===== src/rtl/gef_pkg.sv =====
// gef_pkg: shared types, constants and helpers of the gradient energy focus tracker
// no dependencies
`default_nettype none

package gef_pkg;

    localparam int SIZE_W     = 13;
    localparam int AREA_W     = 2 * SIZE_W;
    localparam int PIX_W      = 8;
    localparam int SQ_W       = 2 * PIX_W;
    localparam int TERM_W     = SQ_W + 2;
    localparam int METRIC_W   = 25;
    localparam int PADDR_W    = 3;
    localparam int PDATA_W    = 32;
    localparam int REG_SEL    = 2;

    localparam int COEF_W     = 14;
    localparam int GRAY_SUM_W = 23;
    localparam int GRAY_SHIFT = 14;

    localparam logic [COEF_W-1:0]     COEF_B     = 14'd1868;
    localparam logic [COEF_W-1:0]     COEF_G     = 14'd9617;
    localparam logic [COEF_W-1:0]     COEF_R     = 14'd4899;
    localparam logic [GRAY_SUM_W-1:0] GRAY_ROUND = 23'd8192;

    localparam logic [SIZE_W-1:0] WIDTH_RESET  = 13'd640;
    localparam logic [SIZE_W-1:0] HEIGHT_RESET = 13'd480;
    localparam logic [SIZE_W-1:0] SIZE_MIN     = 13'd2;

    localparam logic KIND_PIXEL = 1'b0;
    localparam logic KIND_CLEAR = 1'b1;

    localparam logic REG_WIDTH  = 1'b0;
    localparam logic REG_HEIGHT = 1'b1;

    typedef struct packed {
        logic [SIZE_W-1:0] width;
        logic [SIZE_W-1:0] height;
        logic [AREA_W-1:0] area;
        logic              restart;
    } t_cfg;

    typedef struct packed {
        logic busy;
        logic done;
    } t_div_status;

    function automatic logic [PIX_W-1:0] gray_of(input logic [PIX_W-1:0] b,
                                                 input logic [PIX_W-1:0] g,
                                                 input logic [PIX_W-1:0] r);
        logic [GRAY_SUM_W-1:0] acc;
        acc = GRAY_SUM_W'(COEF_B) * GRAY_SUM_W'(b)
            + GRAY_SUM_W'(COEF_G) * GRAY_SUM_W'(g)
            + GRAY_SUM_W'(COEF_R) * GRAY_SUM_W'(r)
            + GRAY_ROUND;
        return acc[GRAY_SHIFT +: PIX_W];
    endfunction

    function automatic logic [PIX_W-1:0] abs_diff(input logic [PIX_W-1:0] a,
                                                  input logic [PIX_W-1:0] b);
        return (a > b) ? (a - b) : (b - a);
    endfunction

endpackage

`default_nettype wire


===== src/rtl/gef_cfg.sv =====
// gef_cfg: apb register bank for frame width and height, with the frame area product
// depends on gef_pkg
`default_nettype none

module gef_cfg import gef_pkg::*; #(
    parameter int MAX_WIDTH  = 4096,
    parameter int MAX_HEIGHT = 4096
) (
    input  logic               i_clk,
    input  logic               i_rst_n,
    input  logic               psel,
    input  logic               penable,
    input  logic               pwrite,
    input  logic [PADDR_W-1:0] paddr,
    input  logic [PDATA_W-1:0] pwdata,
    output logic [PDATA_W-1:0] prdata,
    output logic               pready,
    output t_cfg               o_cfg
);

    localparam logic [SIZE_W:0] WIDTH_HI  = (SIZE_W+1)'(MAX_WIDTH);
    localparam logic [SIZE_W:0] HEIGHT_HI = (SIZE_W+1)'(MAX_HEIGHT);

    logic [SIZE_W-1:0] r_width;
    logic [SIZE_W-1:0] r_height;
    logic [AREA_W-1:0] r_area;
    logic              wr;

    function automatic logic [SIZE_W-1:0] clamp_size(input logic [SIZE_W-1:0] v,
                                                     input logic [SIZE_W:0]   hi);
        logic [SIZE_W-1:0] res;
        if (v < SIZE_MIN) begin
            res = SIZE_MIN;
        end else if ({1'b0, v} > hi) begin
            res = hi[SIZE_W-1:0];
        end else begin
            res = v;
        end
        return res;
    endfunction

    assign wr     = psel && penable && pwrite;
    assign pready = 1'b1;

    always_ff @(posedge i_clk) begin
        if (!i_rst_n) begin
            r_width  <= WIDTH_RESET;
            r_height <= HEIGHT_RESET;
        end else if (wr) begin
            if (paddr[REG_SEL] == REG_HEIGHT) begin
                r_height <= clamp_size(pwdata[SIZE_W-1:0], HEIGHT_HI);
            end else begin
                r_width <= clamp_size(pwdata[SIZE_W-1:0], WIDTH_HI);
            end
        end
    end

    always_ff @(posedge i_clk) begin
        r_area <= AREA_W'(r_width) * AREA_W'(r_height);
    end

    always_comb begin
        if (paddr[REG_SEL] == REG_HEIGHT) begin
            prdata = PDATA_W'(r_height);
        end else begin
            prdata = PDATA_W'(r_width);
        end
    end

    assign o_cfg.width   = r_width;
    assign o_cfg.height  = r_height;
    assign o_cfg.area    = r_area;
    assign o_cfg.restart = wr;

endmodule

`default_nettype wire


===== config.mk =====
export PLATFORM = sky130hd
export DESIGN_NAME = gef_cfg
export DESIGN_NICKNAME = d
export VERILOG_FILES = /design/src/rtl/gef_pkg.sv /design/src/rtl/gef_cfg.sv
export SDC_FILE = /design/constraint.sdc
export NUM_CORES = 1
export LEC_CHECK = 0
export BUFFER_PORTS_ARGS = -buffer_cell sky130_fd_sc_hd__buf_2
export CAP_MARGIN = 15
export CORE_MARGIN = 4
export CORE_UTILIZATION = 30
export CTS_CLUSTER_DIAMETER = 40
export DETAILED_ROUTE_END_ITERATION = 7
export PLACE_DENSITY = 0.57
export SYNTH_ARGS = -nofsm -noshare
export SYNTH_HDL_FRONTEND = slang
export SYNTH_SLANG_ARGS = --single-unit

===== constraint.sdc =====
create_clock -name i_clk -period 4.85 [get_ports i_clk]
set_input_delay 0.485 -clock i_clk [delete_from_list [all_inputs] [get_ports i_clk]]
set_output_delay 0.485 -clock i_clk [all_outputs]
set_load 0.03 [all_outputs]

### Word-level counts from Yosys, hierarchy flattened

Cells that the tools add are included.

| cells by class | value |
|---|---|
| $add $sub $neg | 0 |
| multipliers | 1 |
| div/mod/pow operators | 0 |
| $lt $le $gt $ge | 2 |
| equality and inequality tests | 0 |
| shift-type cells | 0 |
| mux-type cells | 3 |
| bitwise gates (word level) | 1 |
| reduce and logical (&&, ||, !) cells | 4 |

Operators with widths:

| kind | number |
|---|---|
| $mux 13 | 3 |
| $mul 13x13->26 | 1 |
| $gt 13x13->1 const B | 1 |
| $lt 13x2->1 const B | 1 |
| $reduce_and 2->1 | 2 |
| $logic_and 1x1->1 | 2 |
| $not 1->1 | 1 |

| word-level totals | value |
|---|---|
| flip-flop bits (word level) | 52 |
| latch bits | 0 |
| bits in writable memories | 0 |
| ROM bits | 0 |
| bits of input ports | 40 |
| output and inout port bits | 86 |
| word-level logic and storage cells | 14 |
| memories | 0 |

### Longest topological paths before layout

| depth | value |
|---|---|
| depth in word-level cells | 3 |
| depth in mapped cells | 20 |
| depth with buffers taken out | 18 |

### Least setup slack after synthesis

OpenSTA, ideal clock, no wires.

| timing | value |
|---|---|
| path kind | flip-flop to flip-flop |
| start point | reg r_width[5] |
| end point | reg r_area[24] |
| setup time | 0.072 ns |
| data arrival time | 5.182 ns |
| data required time | 4.778 ns |
| path slack | -0.405 ns |
| stages on the path, launching flop included | 20 |
| path buffers | 2 |
| period minus slack after synthesis | 5.255 ns |
| path through | dfxtp_1 clkbuf_1 and2_1 fa_1 inv_1 fa_1 inv_1 fa_1 inv_1 fa_1 fa_1 inv_1 ha_1 buf_6 a211o_1 a31o_1 a211oi_4 o21bai_2 a221oi_2 xnor2_1 |

| between the ends | value |
|---|---|
| word-level cells in the longest chain between the ends | 1 |

RTL lines:

| item | line | RTL |
|---|---|---|
| start, declared | gef_cfg.sv:24 | `logic [SIZE_W-1:0] r_width;` |
| start signal, assigned | gef_cfg.sv:53 | `r_width <= clamp_size(pwdata[SIZE_W-1:0], WIDTH_HI);` |
| $mul 13x13->26 | gef_cfg.sv:59 | `r_area <= AREA_W'(r_width) * AREA_W'(r_height);` |
| end signal, assigned | gef_cfg.sv:59 |  |
| end, declared | gef_cfg.sv:26 | `logic [AREA_W-1:0] r_area;` |

Every way passes these cells.
A chain may end at the register's enable or synchronous reset.

### Final worst setup path

| timing | value |
|---|---|
| start point | reg r_height[3] |
| end point | reg r_area[22] |

| between the ends | value |
|---|---|
| word-level cells in the longest chain between the ends | 1 |

RTL lines:

| item | line | RTL |
|---|---|---|
| start, declared | gef_cfg.sv:25 | `logic [SIZE_W-1:0] r_height;` |
| start signal, assigned | gef_cfg.sv:51 | `r_height <= clamp_size(pwdata[SIZE_W-1:0], HEIGHT_HI);` |
| $mul 13x13->26 | gef_cfg.sv:59 |  |

Every way passes these cells.

==> flow_metrics.env <==
export IMPL_timing_hold_worst_start="pwdata[6]"
export IMPL_critical_path_peak_fanout=6
export IMPL_synthesis_area_per_instance_um2=8.73
export IMPL_max_freq_mhz=204
export IMPL_critical_path_launch_point="r_height[3]$_SDFFE_PN0P_"
export IMPL_setup_viol=1
export IMPL_power_per_cell_area_nw_per_um2=143
export IMPL_share_comb_of_total_power=0.364
export IMPL_most_used_cell_cp="sky130_fd_sc_hd__fa_1"
export IMPL_internal_power_mw=0.840
export IMPL_clk_transition_reported_paths_ns=0.08
export IMPL_grt_pass1_vias=6177
export IMPL_design_die_area_um2=27900
export IMPL_timing_slew_headroom=0.471
export IMPL_grt_max_degree=27
export IMPL_ys_async_sr_fraction=0
export IMPL_seqPwrFrac=0.343
export IMPL_remaining_antenna_violation_count_after_routing=0
export IMPL_synth_ff_type="sky130_fd_sc_hd__dfxtp_1"
export IMPL_drc=0
export IMPL_rows=57
export IMPL_layout_drive_gt1_share=0.271
export IMPL_register_area_um2=1110
export IMPL_routabilityCongestion=0.783
export IMPL_synth_seq_area_share=0.137
export IMPL_clock_tree_from_tritoncts="built"
export IMPL_worst_endpoint_arrival_ns=5.13
export IMPL_final_util=0.385
export IMPL_worstSetupPathDepth=18
export IMPL_diodes=0
export IMPL_n_fill_cell=2554
export IMPL_switching_power_mw=0.518
export IMPL_numClockSinks=52
export IMPL_hold_viol_final=0
export IMPL_critPathMaxStageDelay_ns=0.54
export IMPL_design_portCount=126
export IMPL_pre_repair_dr_iteration_count=4
export IMPL_yosys_cell_types_count=41
export IMPL_p_clk_frac=0.293
export IMPL_worstSkewPairLatency_ns=0.31
export IMPL_drt_vias_per_instance=4.44
export IMPL_cts_buffers=5
export IMPL_worst_path_dominant_cell_family="adder cells"
export IMPL_count_of_pins_over_their_slew_limit=0
export IMPL_criticalPathCategory="register to register"
export IMPL_clockBufferDepth=2
export IMPL_die_h_um=167
export IMPL_crit_chain="and2_4, fa_1, inv_2, fa_1, inv_1, fa_1, inv_1, fa_1, fa_1, inv_2, ha_4, a211o_1, a31o_4, a211oi_4, buf_6, nor4_4, mux2_4, o211ai_1"
export IMPL_critical_path_slowest_cell="sky130_fd_sc_hd__fa_1"
export IMPL_total_standard_cell_area_after_synthesis_um2=7580
export IMPL_setup_repair_after_global_routing_missed_its_margin="true"
export IMPL_global_route_overflow_total=0
export IMPL_fin_nets=1245
export IMPL_timing_hold_worst_class="input port to register"
export IMPL_groute_usage_overall=0.136
export IMPL_postSynthRegisterBits=52
export IMPL_startpoint_type="register"
export IMPL_totalWireLength_mm=18.8
export IMPL_cap_violations=0
export IMPL_r2r_start="r_height[3]$_SDFFE_PN0P_"
export IMPL_portBuffers=84
export IMPL_pre_cts_slack_ns=-0.178
export IMPL_depth_of_the_worst_hold_timing_path=3
export IMPL_grt_first_pass_wirelength_mm=31.2
export IMPL_setup_slack_ns=-0.0408
export IMPL_yosysMostFrequentCell="sky130_fd_sc_hd__inv_1"
export IMPL_failed_checks="negative setup slack"
export IMPL_vias=5938
export IMPL_initial_utilization=0.308
export IMPL_post_synth_main_area_contributors="sky130_fd_sc_hd__fa_1 (32%), sky130_fd_sc_hd__dfxtp_1 (14%), sky130_fd_sc_hd__ha_1 (12%)"
export IMPL_synthTopCellsByCount="sky130_fd_sc_hd__inv_1 (173), sky130_fd_sc_hd__nand2_1 (132), sky130_fd_sc_hd__fa_1 (121), sky130_fd_sc_hd__and2_1 (97), sky130_fd_sc_hd__ha_1 (71)"
export IMPL_yosysTopAreaCell="sky130_fd_sc_hd__fa_1"
export IMPL_clock_tree_root_cell="sky130_fd_sc_hd__clkbuf_16"
export IMPL_min_period_over_period=1.01
export IMPL_reg2reg_depth=18
export IMPL_synthesis_instances=868
export IMPL_count_of_flip_flops_with_a_built_in_enable_after_synthesis=0
export IMPL_yosys_top_cell_area_share=0.320
export IMPL_status="finished with violations"
export IMPL_die_w_um=167
export IMPL_worstPathRequired_ns=5.09
export IMPL_core_um2=24600
export IMPL_clock_skew_ns=0.00715
export IMPL_tightestPinTransition_ns=0.792
export IMPL_vdd_drop_max_uv=105
export IMPL_yosysWarningCount=0
export IMPL_multiInputGateArea_um2=5950
export IMPL_initial_antenna_violation_count=0
export IMPL_area_growth_syn_to_layout_pct=25.0
export IMPL_dpl_hpwl_mm=14.8
export IMPL_finalWorstPathRequiredPeriod_ns=4.89
export IMPL_detailedRoute_firstIterationViolations=291
export IMPL_wire_per_inst_um=14.1
export IMPL_worstSetupEndpointType="register"
export IMPL_path_buf_inv=5
export IMPL_power_switching_fraction=0.381
export IMPL_htree_num_levels=2
export IMPL_leakage_nw=4.91
-- sequential cells by signal (all words and copies together) (netlist names) --
name      cells
r_height     13
r_width      13
r_area       26
-- tightest hold or removal path, stage by stage --
cell and delay [ns]:
sky130_fd_sc_hd__buf_2 0.11, sky130_fd_sc_hd__nand3b_1 0.07, sky130_fd_sc_hd__nand3_1 0.07
-- kinds of logic (layout without fill, tap and decap cells) --
kind of cell / Yosys count / count (layout) / share of synthesized area
buffers and inverters: 232 / 360 / 0.126
AO/OA/AOI/OAI: 78 / 78 / 0.0723
AND/OR/NAND/NOR: 277 / 277 / 0.181
adder cells (fa/ha/maj): 192 / 192 / 0.437
other: 2 / 20 / 0.000991
multiplexers: 14 / 14 / 0.0208
flip-flops: 52 / 52 / 0.137
XOR/XNOR: 21 / 21 / 0.0243
-- timing repair --
item / CTS / global route
cloned: 0 / 1
setup buffers: 12 / 4
endpoints found under the setup margin: 10 / 11
resized for setup: 44 / 41
hold buffers: 0 / 0
pin swaps: 29 / 26
-- power groups by stage --
stage / sequential (mW) / combinational [mW] / clock (mW)
after floorplan: 0.543 / 0.248 / 0
after global placement: 0.484 / 0.447 / 0
after detailed placement: 0.484 / 0.449 / 0
after CTS: 0.468 / 0.474 / 0.414
after global routing: 0.470 / 0.551 / 0.427
final: 0.466 / 0.494 / 0.397
-- metrics by stage --
step	instances	area, um2	TNS (ns)	power [mW]	hold WS (ns)
final	1338	9470	-0.0408	1.36	0.469
after global routing	1338	9470	-1.11	1.45	0.484
after CTS	1333	9230	-0.0244	1.36	0.455
after detailed placement	1313	8800	-0.954	0.933	0.593
after global placement	1313	8800	-0.747	0.930	0.592
after floorplan	886	7740	-0.0325	0.792	0.534
-- per-layer routing --
metal | GRT usage | vias up | routed length, um
met4 | 0.0299 | 0 | 213
met3 | 0.0242 | 17 | 724
met1 | 0.182 | 2948 | 8520
li1 | - | 2876 | -
met2 | 0.232 | 97 | 9370
met5 | 0 | - | 0
-- layout by cell type (no fill, tap or decap), drive strengths merged, types with 5 or more instances in the layout --
master	n
clkbuf	6
nand2	132
fa	121
mux2	14
o21ai	10
xnor2	17
nor2	11
a21o	6
ha	71
conb	20
nand3b	6
dfxtp	52
and2	97
nand3	7
a21oi	20
buf	178
nand2b	7
inv	174
a21boi	19
o211ai	5
nor2b	6
-- final cells by class --
class	count	area share
Inverter	173	0.0686
Timing Repair Buffer	179	0.127
Clock buffer	5	0.0132
Tap cell	324	0.0428
Sequential cell	52	0.117
Multi-Input combinational cell	602	0.628
Clock inverter	3	0.00291
-- path summary, 6_finish.rpt --
check                                                 to  slack, ns
worst min register to register  r_height[3]$_SDFFE_PN0P_       0.65
worst max register to register        r_area[22]$_DFF_P_      -0.04
worst min-delay path            r_height[6]$_SDFFE_PN1P_       0.47
worst max-delay path                  r_area[22]$_DFF_P_      -0.04
Note: power is estimated with default switching activity, not from simulation.
