===== config.mk =====
export PLATFORM = sky130hd
export DESIGN_NAME = gef_div
export DESIGN_NICKNAME = d
export VERILOG_FILES = /design/src/rtl/gef_pkg.sv /design/src/rtl/gef_div.sv
export SDC_FILE = /design/constraint.sdc
export NUM_CORES = 1
export LEC_CHECK = 0
export BUFFER_PORTS_ARGS = -buffer_cell sky130_fd_sc_hd__buf_2
export CAP_MARGIN = 20
export CORE_MARGIN = 1.5
export CORE_UTILIZATION = 57
export CTS_CLUSTER_DIAMETER = 100
export DETAILED_ROUTE_END_ITERATION = 10
export GPL_ROUTABILITY_DRIVEN = 0
export HOLD_SLACK_MARGIN = 0.1
export PLACE_DENSITY = 0.82
export SLEW_MARGIN = 0
export SYNTH_ARGS = -nofsm -noshare
export SYNTH_HDL_FRONTEND = slang
export SYNTH_SLANG_ARGS = --single-unit

===== constraint.sdc =====
create_clock -name i_clk -period 3.9 [get_ports i_clk]
set_input_delay 0.78 -clock i_clk [delete_from_list [all_inputs] [get_ports i_clk]]
set_output_delay 0.78 -clock i_clk [all_outputs]
set_load 0.01 [all_outputs]

===== src/rtl/gef_pkg.sv =====
// gef_pkg: shared types, constants and helpers of the gradient energy focus tracker
// no dependencies
`default_nettype none

package gef_pkg;

    localparam int SIZE_W     = 13;
    localparam int AREA_W     = 2 * SIZE_W;
    localparam int PIX_W      = 8;
    localparam int SQ_W       = 2 * PIX_W;
    localparam int TERM_W     = SQ_W + 2;
    localparam int METRIC_W   = 25;
    localparam int PADDR_W    = 3;
    localparam int PDATA_W    = 32;
    localparam int REG_SEL    = 2;

    localparam int COEF_W     = 14;
    localparam int GRAY_SUM_W = 23;
    localparam int GRAY_SHIFT = 14;

    localparam logic [COEF_W-1:0]     COEF_B     = 14'd1868;
    localparam logic [COEF_W-1:0]     COEF_G     = 14'd9617;
    localparam logic [COEF_W-1:0]     COEF_R     = 14'd4899;
    localparam logic [GRAY_SUM_W-1:0] GRAY_ROUND = 23'd8192;

    localparam logic [SIZE_W-1:0] WIDTH_RESET  = 13'd640;
    localparam logic [SIZE_W-1:0] HEIGHT_RESET = 13'd480;
    localparam logic [SIZE_W-1:0] SIZE_MIN     = 13'd2;

    localparam logic KIND_PIXEL = 1'b0;
    localparam logic KIND_CLEAR = 1'b1;

    localparam logic REG_WIDTH  = 1'b0;
    localparam logic REG_HEIGHT = 1'b1;

    typedef struct packed {
        logic [SIZE_W-1:0] width;
        logic [SIZE_W-1:0] height;
        logic [AREA_W-1:0] area;
        logic              restart;
    } t_cfg;

    typedef struct packed {
        logic busy;
        logic done;
    } t_div_status;

    function automatic logic [PIX_W-1:0] gray_of(input logic [PIX_W-1:0] b,
                                                 input logic [PIX_W-1:0] g,
                                                 input logic [PIX_W-1:0] r);
        logic [GRAY_SUM_W-1:0] acc;
        acc = GRAY_SUM_W'(COEF_B) * GRAY_SUM_W'(b)
            + GRAY_SUM_W'(COEF_G) * GRAY_SUM_W'(g)
            + GRAY_SUM_W'(COEF_R) * GRAY_SUM_W'(r)
            + GRAY_ROUND;
        return acc[GRAY_SHIFT +: PIX_W];
    endfunction

    function automatic logic [PIX_W-1:0] abs_diff(input logic [PIX_W-1:0] a,
                                                  input logic [PIX_W-1:0] b);
        return (a > b) ? (a - b) : (b - a);
    endfunction

endpackage

`default_nettype wire


===== src/rtl/gef_div.sv =====
// gef_div: restoring divider, one quotient bit per cycle, saturating metric result
// depends on gef_pkg
`default_nettype none

module gef_div import gef_pkg::*; #(
    parameter int DIV_W = 50
) (
    input  logic                i_clk,
    input  logic                i_rst_n,
    input  logic                i_start,
    input  logic [DIV_W-1:0]    i_dividend,
    input  logic [AREA_W-1:0]   i_divisor,
    input  logic                i_take,
    output t_div_status         o_status,
    output logic [METRIC_W-1:0] o_quotient
);

    localparam int CNT_W = $clog2(DIV_W + 1);

    logic [DIV_W-1:0]  r_quo;
    logic [AREA_W:0]   r_rem;
    logic [AREA_W-1:0] r_div;
    logic [CNT_W-1:0]  r_cnt;
    logic              r_busy;
    logic              r_done;
    logic [AREA_W:0]   rem_sh;
    logic              fits;

    assign rem_sh = {r_rem[AREA_W-1:0], r_quo[DIV_W-1]};
    assign fits   = rem_sh >= {1'b0, r_div};

    always_ff @(posedge i_clk) begin
        if (!i_rst_n) begin
            r_busy <= 1'b0;
            r_done <= 1'b0;
            r_cnt  <= '0;
        end else if (i_start) begin
            r_busy <= 1'b1;
            r_cnt  <= CNT_W'(DIV_W);
        end else if (r_busy) begin
            r_cnt <= r_cnt - 1'b1;
            if (r_cnt == CNT_W'(1)) begin
                r_busy <= 1'b0;
                r_done <= 1'b1;
            end
        end else if (i_take) begin
            r_done <= 1'b0;
        end
    end

    always_ff @(posedge i_clk) begin
        if (i_start) begin
            r_quo <= i_dividend;
            r_rem <= '0;
            r_div <= i_divisor;
        end else if (r_busy) begin
            r_quo <= {r_quo[DIV_W-2:0], fits};
            r_rem <= fits ? (rem_sh - {1'b0, r_div}) : rem_sh;
        end
    end

    assign o_status.busy = r_busy;
    assign o_status.done = r_done;
    assign o_quotient    = (|r_quo[DIV_W-1:METRIC_W]) ? {METRIC_W{1'b1}}
                                                      : r_quo[METRIC_W-1:0];

endmodule

`default_nettype wire

# Yosys cells after proc, flatten, opt, wreduce, memory -nomap -nowiden

Cells that the tools add are included.

Flip-flop bits (word level): 110
Logic and storage cells: 31
Output and inout bits: 27
Input port bits: 80

Order comparisons: 1
Reductions and logical operators: 5
Bitwise logic cells: 2
Multiplexer cells: 12
Add/sub/neg operators: 2
Equal/unequal tests: 2

Operator list:

| operator              | count |
|---|---|
| $mux W50              | 2 |
| $ge A27 B26 Y1        | 1 |
| $mux W26              | 1 |
| $sub A26 B26 Y26      | 1 |
| $mux W25              | 1 |
| $reduce_or A25 Y1     | 1 |
| $mux W6               | 2 |
| $eq A6 B1 Y1 const B  | 1 |
| $mux W1               | 6 |
| $sub A6 B1 Y6 const B | 1 |
| $reduce_bool A2 Y1    | 2 |
| $reduce_and A3 Y1     | 1 |
| $ne A2 B1 Y1 const B  | 1 |
| $not A1 Y1            | 2 |
| $reduce_or A2 Y1      | 1 |

# Longest topological paths before layout

Gate-level depths: netlist of run 1.

Depth after elaboration: 4
Depth in mapped cells: 12
Mapped depth without buffers: 12

# Least setup slack after synthesis of run 1

OpenSTA, ideal clock, no wires.

Kind: register to register
From: register r_quo[49]
To: register r_rem[14]
Library setup time: 0.091 ns
Setup slack: 1.103 ns
Path buffers: 0
Data arrival time: 2.706 ns
Stages on the path, launching flop included: 13
Path through: edfxtp_1 > inv_1 > ha_1 > inv_1 > fa_1 > a211o_1 > a2111oi_2 > o21ba_2 > o221ai_1 > a21oi_1 > xnor2_1 > o21ai_0 > a311oi_1

Word-level cells in the longest chain between the ends: 2
Elaborated cells between the ends (all ways): 3
Those cells by class: 1 x add/sub; 1 x order compare; 1 x mux

RTL lines:

| what                                               | line                         | text |
|---|---|---|
| start, declared                                    | gef_div.sv:20                | `logic [DIV_W-1:0] r_quo;` |
| start signal, assigned                             | gef_div.sv:53                | `r_quo <= i_dividend;` |
| start signal, assigned                             | gef_div.sv:57                | `r_quo <= {r_quo[DIV_W-2:0], fits};` |
| $sub A26 B26 Y26 or $ge A27 B26 Y1 (tied branches) | gef_div.sv:58, gef_div.sv:30 |  |
| $mux W26 (*)                                       | gef_div.sv:58                | `r_rem <= fits ? (rem_sh - {1'b0, r_div}) : rem_sh;` |
| end signal, assigned                               | gef_div.sv:58                |  |
| end, declared                                      | gef_div.sv:21                | `logic [AREA_W:0] r_rem;` |

Every way passes the cells marked *; elsewhere a longest branch is shown, timed or not.
A chain may end at the register's enable or synchronous reset.

# Final worst setup path of run 1

Same ends and word-level chain as after synthesis.

==> results of run 1 <==
[area by class of cell]
| class | instances | area [um^2] |
|---|---|---|
| Fill cell | 856 | 3730 |
| Multi-Input combinational cell | 406 | 2990 |
| Sequential cell | 110 | 2960 |
| Timing Repair Buffer | 113 | 586 |
| Tap cell | 140 | 175 |
| Inverter | 43 | 161 |
| Clock buffer | 9 | 124 |
| Clock inverter | 6 | 70.1 |
[path summary, 6_finish.rpt]
kind,startpoint,to,slack [ns],cells past startpoint
max,r_quo[49],r_rem[14],0.73,12
max reg2reg,r_quo[49],r_rem[14],0.73,12
min reg2reg,r_rem[24],r_rem[24],0.48,2
min,r_rem[24],r_rem[24],0.48,2
[stage by stage]
stage          hold WS (ns)  area [um^2]
2_1_floorplan         0.452         6260
3_3_place_gp          0.472         6870
3_5_place_dp          0.470         6870
4_1_cts               0.486         7070
5_1_grt               0.525         7070
6_report              0.484         7070
[metal layers]
layer / track usage (%) / up-vias
met3: 6.30 / 22
met4: 8.18 / 0
met2: 39.4 / 194
met1: 32.4 / 2345
met5: 0 / -
li1: - / 2409
[report_power, final]
group,internal [uW],switching [uW]
sequential,1370,56.4
combinational,234,282
clock,301,406
[critical path, cell delays in order, from the launching register on]
cell	delay, ns
edfxtp_1	0.43
inv_1	0.08
ha_1	0.17
inv_1	0.06
fa_1	0.42
a211o_1	0.37
a2111oi_2	0.42
o21ba_2	0.28
o221ai_1	0.14
a21oi_1	0.20
xnor2_1	0.13
o21ai_0	0.10
a311oi_1	0.29
[state kept, by name, summed over array words and instances (netlist names)]
name	cells
r_cnt	6
r_busy	1
r_rem	26
r_div	26
r_done	1
r_quo	50
[Yosys cell counts, types with 7 or more instances]
master / number / area, um^2
edfxtp_1: 76 / 2280
mux2_2: 50 / 563
inv_1: 42 / 158
nor2_1: 37 / 139
dfxtp_1: 34 / 681
nand2_1: 30 / 113
ha_1: 28 / 350
o21ai_0: 28 / 140
or3_1: 26 / 163
a21oi_1: 25 / 125
nand3_1: 23 / 115
clkbuf_1: 20 / 75.1
a311oi_1: 18 / 158
nor4_1: 13 / 81.3
xnor2_1: 11 / 96.3
xor2_1: 9 / 78.8
nor3_1: 8 / 40.0
o21a_1: 7 / 52.6
[cells by family after synthesis]
kind of cell | share of synthesized area (%)
AO/OA/AOI/OAI | 16.4
XOR/XNOR | 2.80
adder cells (fa/ha/maj) | 5.92
buffers and inverters | 4.98
flip-flops | 47.3
multiplexers | 9.31
AND/OR/NAND/NOR | 13.3
==> metrics, run 1 <==
status completed; top sig layer met4; H-tree depth 3; Initial Util about three fifths; antenna violations before repair 1; syn nets 700; Met2 Wirelength between 6000 and 7000 um; post-route DRC violation count 0; ANT cells 0; Final Max Tran Viols 0; period utilization between 80% and 90%; Clock transition at path regs 0.11 ns; die area around 12000 um^2; Max-cap violations 0; crit path capture type flop; vias in the first global route approximately 4800; most frequent cells in the layout buf_2 (105), edfxtp_1 (76), mux2_2 (50); worst hold path class reg2reg; PnR worst setup slack 0.735 ns; Core ar. 10800 um^2; P&R area growth vs syn 12.8%; Clk Latency, worst-skew pair 0.39 ns; pre-CTS setup slack 0.790 ns; Post-Route Utilization 65.5%; CP arrival roughly 3.5 ns; CP Max Fanout 5; synthesis-stage register bit count 110; fmax roughly 320 MHz; DR vias roughly 5000; RSZ-0062 raised after global routing false; worst-case clock skew 0.0160 ns; P per Cell Area roughly 370 nW/um^2; WS Path Type reg2reg; CTS buffer count 9; Total GRT Usage between 20% and 30%; clock root buffer master clkbuf_8; share of layout cells above drive strength 1 between 20% and 30%; post-DP HPWL about 9500 um; Post-synth EDFFs 76; Synth async-reset ratio 0%; clock sinks 110; PortBufs ~110; Post-CTS Hold Fix Bufs 0; initial DRC count around 450; Mapped Area 6260 um^2; Resize count post-CTS 0; placement row count 38; CP required around 4.2 ns; final setup TNS 0 ns; gr ovfl total 0; CTS tree built; WL per Instance approximately 17 um; LEAKAGE between 0.002 and 0.003 uW; Layout Nets approximately 790; ys flop type edfxtp_1; Yosys warning count 0; met3 routed WL approximately 1000 um; wire length of the first global-routing pass ~22000 um; commonest non-fill, non-tap cell in the layout buf_2; worst ir drop on vdd approximately 0.25 mV; minimum clock period ~3.2 ns; IO Count between 100 and 150; fin cells a little over 800; Power, Total about 2600 uW; Worst Tran Pin Value 0.950 ns; Netlist cell types 70; Max Root-Sink Buffers 2; crit start category flop; Routed met1 length approximately 6000 um; Die X ~110 um; placed cell count just over 800; register area share after synthesis a little under half; drt total wl about 14000 um; largest net degree at the start of global routing roughly 80; Via density 6.01; Mean Syn Cell Area 10.6 um^2; Setup Viol. Count Final 0; Fin. Hold Viols 0; post-synthesis cell count between 500 and 600; Die H roughly 110 um; setup repair bufs after CTS 0; Antenna Nets Post-Route 0; First-pass DRT Iterations 5; relative slew slack roughly 37%
(Power assumes the default switching activity.)
==> run 2, diff against run 1 <==
--- a/config.mk
+++ b/config.mk
@@ -8,12 +8,12 @@
 export BUFFER_PORTS_ARGS = -buffer_cell sky130_fd_sc_hd__buf_2
 export CAP_MARGIN = 20
 export CORE_MARGIN = 1.5
-export CORE_UTILIZATION = 57
+export CORE_UTILIZATION = 51
 export CTS_CLUSTER_DIAMETER = 100
 export DETAILED_ROUTE_END_ITERATION = 10
 export GPL_ROUTABILITY_DRIVEN = 0
 export HOLD_SLACK_MARGIN = 0.1
-export PLACE_DENSITY = 0.82
+export PLACE_DENSITY = 0.77
 export SLEW_MARGIN = 0
 export SYNTH_ARGS = -nofsm -noshare
 export SYNTH_HDL_FRONTEND = slang
==> constraint.sdc (replaced) <==
create_clock -name i_clk -period 2.75 [get_ports i_clk]
set_input_delay 0.55 -clock i_clk [delete_from_list [all_inputs] [get_ports i_clk]]
set_output_delay 0.55 -clock i_clk [all_outputs]
set_load 0.01 [all_outputs]
==> run 2 against run 1 <==
Effect of this change:
- the flow now finishes with violations (setup timing)
- clock power up 85%
- setup slack worse by 0.83 ns
- combinational power up 68%
==> metrics, run 2 (same netlist as run 1, synthesis figures left out) <==
status finished, violations left; failing checks setup timing; Hold Path End r_div[20]; most frequent cells in the layout buf_2 (106), edfxtp_1 (76), mux2_2 (50); PortBufs 106; drt total wl approximately 15000 um; worst ir drop on vdd 0.410 mV; smallest hold slack between 0.3 and 0.4 ns; R2R cell count 12; Die X about 110 um; post-DP HPWL about 10000 um; Setup Viol. Count Final 5; Layout Nets around 830; hold_sp i_divisor[20]; placed cell count approximately 850; internal reg-to-reg setup slack -0.1 ns; Max-cap violations 0; clock sinks 110; DR vias a little over 5000; top flop regs r_quo: 50 flops, r_div: 26 flops, r_rem: 26 flops; Register Area approximately 3000 um^2; vias in the first global route roughly 5000; Initial Util between 50 and 60%; crit start category flop; WS Path Type reg2reg; max reg flops 50; CTS tree built; First-pass DRT Iterations 5; Via density 5.93; LEAKAGE between 0.003 and 0.004 uW; die area around 13000 um^2; largest net degree at the start of global routing around 110; CP required about 3 ns; P&R area growth vs syn 22.7%; Worst Tran Pin Value around 0.74 ns; fmax 351 MHz; P per Cell Area between 500 and 600 nW/um^2; Core ar. roughly 12000 um^2; crit path capture type flop; Final Max Tran Viols 0; share of layout cells above drive strength 1 around 37%; Clk Latency, worst-skew pair around 0.37 ns; IO Count about 110; relative slew slack 50.6%; gr ovfl total 0; clock root buffer master clkbuf_16; CP arrival around 3.1 ns; H-tree depth 3; Fin. Hold Viols 0; RR Startpoint r_quo[49]; CTS buffer count 9; worst hold path class in2reg; Clock transition at path regs 0.08 ns; post-route DRC violation count 0; PnR worst setup slack -0.0973 ns; pre-CTS setup slack -0.163 ns; R2R Path End r_rem[22]; Total GRT Usage a little under a quarter; antenna violations before repair 0; placement row count 40; ANT cells 0; WL per Instance 17.2 um; Fillers 941; minimum clock period ~2.8 ns; CP Max Fanout 4; RSZ-0062 raised after global routing true; worst-case clock skew 0.0168 ns; period utilization 104%; Die H about 110 um; Largest Register r_quo; initial DRC count around 370; Max Root-Sink Buffers 2; commonest non-fill, non-tap cell in the layout buf_2; hold path cells 1; wire length of the first global-routing pass 23800 um; Post-CTS Hold Fix Bufs 0; area of the multi-input gates about 3200 um^2; fin cells roughly 870; Antenna Nets Post-Route 0
==> run 2: worst max-delay path by stage <==
stage,startpoint,endpoint,slack (ns)
2_1_floorplan,r_quo[49],r_rem[14],0.007
3_5_place_dp,r_quo[49],r_rem[22],-0.16
5_1_grt,r_quo[49],r_rem[24],-0.20
4_1_cts,r_quo[49],r_rem[22],-0.12
6_report,r_quo[49],r_rem[22],-0.1
3_3_place_gp,r_quo[49],r_rem[14],-0.06
==> run 2: through the flow <==
step	total power, uW	instance area (um^2)	util, %	setup TNS, ns
2_1_floorplan	2580	6270	-	0
3_3_place_gp	2780	7100	59.1	-0.107
3_5_place_dp	2820	7100	59.1	-0.398
4_1_cts	4140	7450	62.1	-0.355
5_1_grt	4370	7680	64.0	-1.19
6_report	4200	7680	64.0	-0.325
==> run 2: area by class of cell <==
| type | count | share of cell area (%) |
|---|---|---|
| multi-input cells | 406 | 41.3 |
| flip-flops and latches | 110 | 38.6 |
| repair buffers | 152 | 11.8 |
| clock buffers | 9 | 2.93 |
| well taps | 147 | 2.39 |
| inverters | 43 | 2.10 |
| clock inverters | 7 | 0.912 |
==> run 2: routing by layer <==
layer | routed length [um] | track usage, % | part of all wire, %
met5 | 0 | 0 | 0
met4 | 342 | 8.25 | 2.3
met3 | 978 | 6.54 | 6.5
met2 | 7320 | 37.8 | 49
met1 | 6400 | 29.4 | 43
==> run 2: where the power goes <==
group	switching, uW	leakage [uW]	internal (uW)
sequential	84.0	0.00104	1940
combinational	457	0.00188	408
clock	663	0.000147	644
total	1200	0.00306	2990
==> run 2: what timing repair did <==
action,4_1_cts,5_1_grt
setup buffers,3,11
endpoints found under the setup margin,9,29
pin swaps,7,27
resized for setup,6,44
==> run 2: critical path, stage by stage, from the launching register on <==
cell and delay [ns]:
edfxtp_1 0.38, inv_1 0.08, ha_2 0.18, inv_2 0.04, fa_2 0.34, a211o_1 0.36, a2111oi_4 0.34, o21ba_4 0.23
o2111ai_4 0.13, a41oi_2 0.26, xnor2_1 0.15, a21oi_1 0.06, o31ai_1 0.21
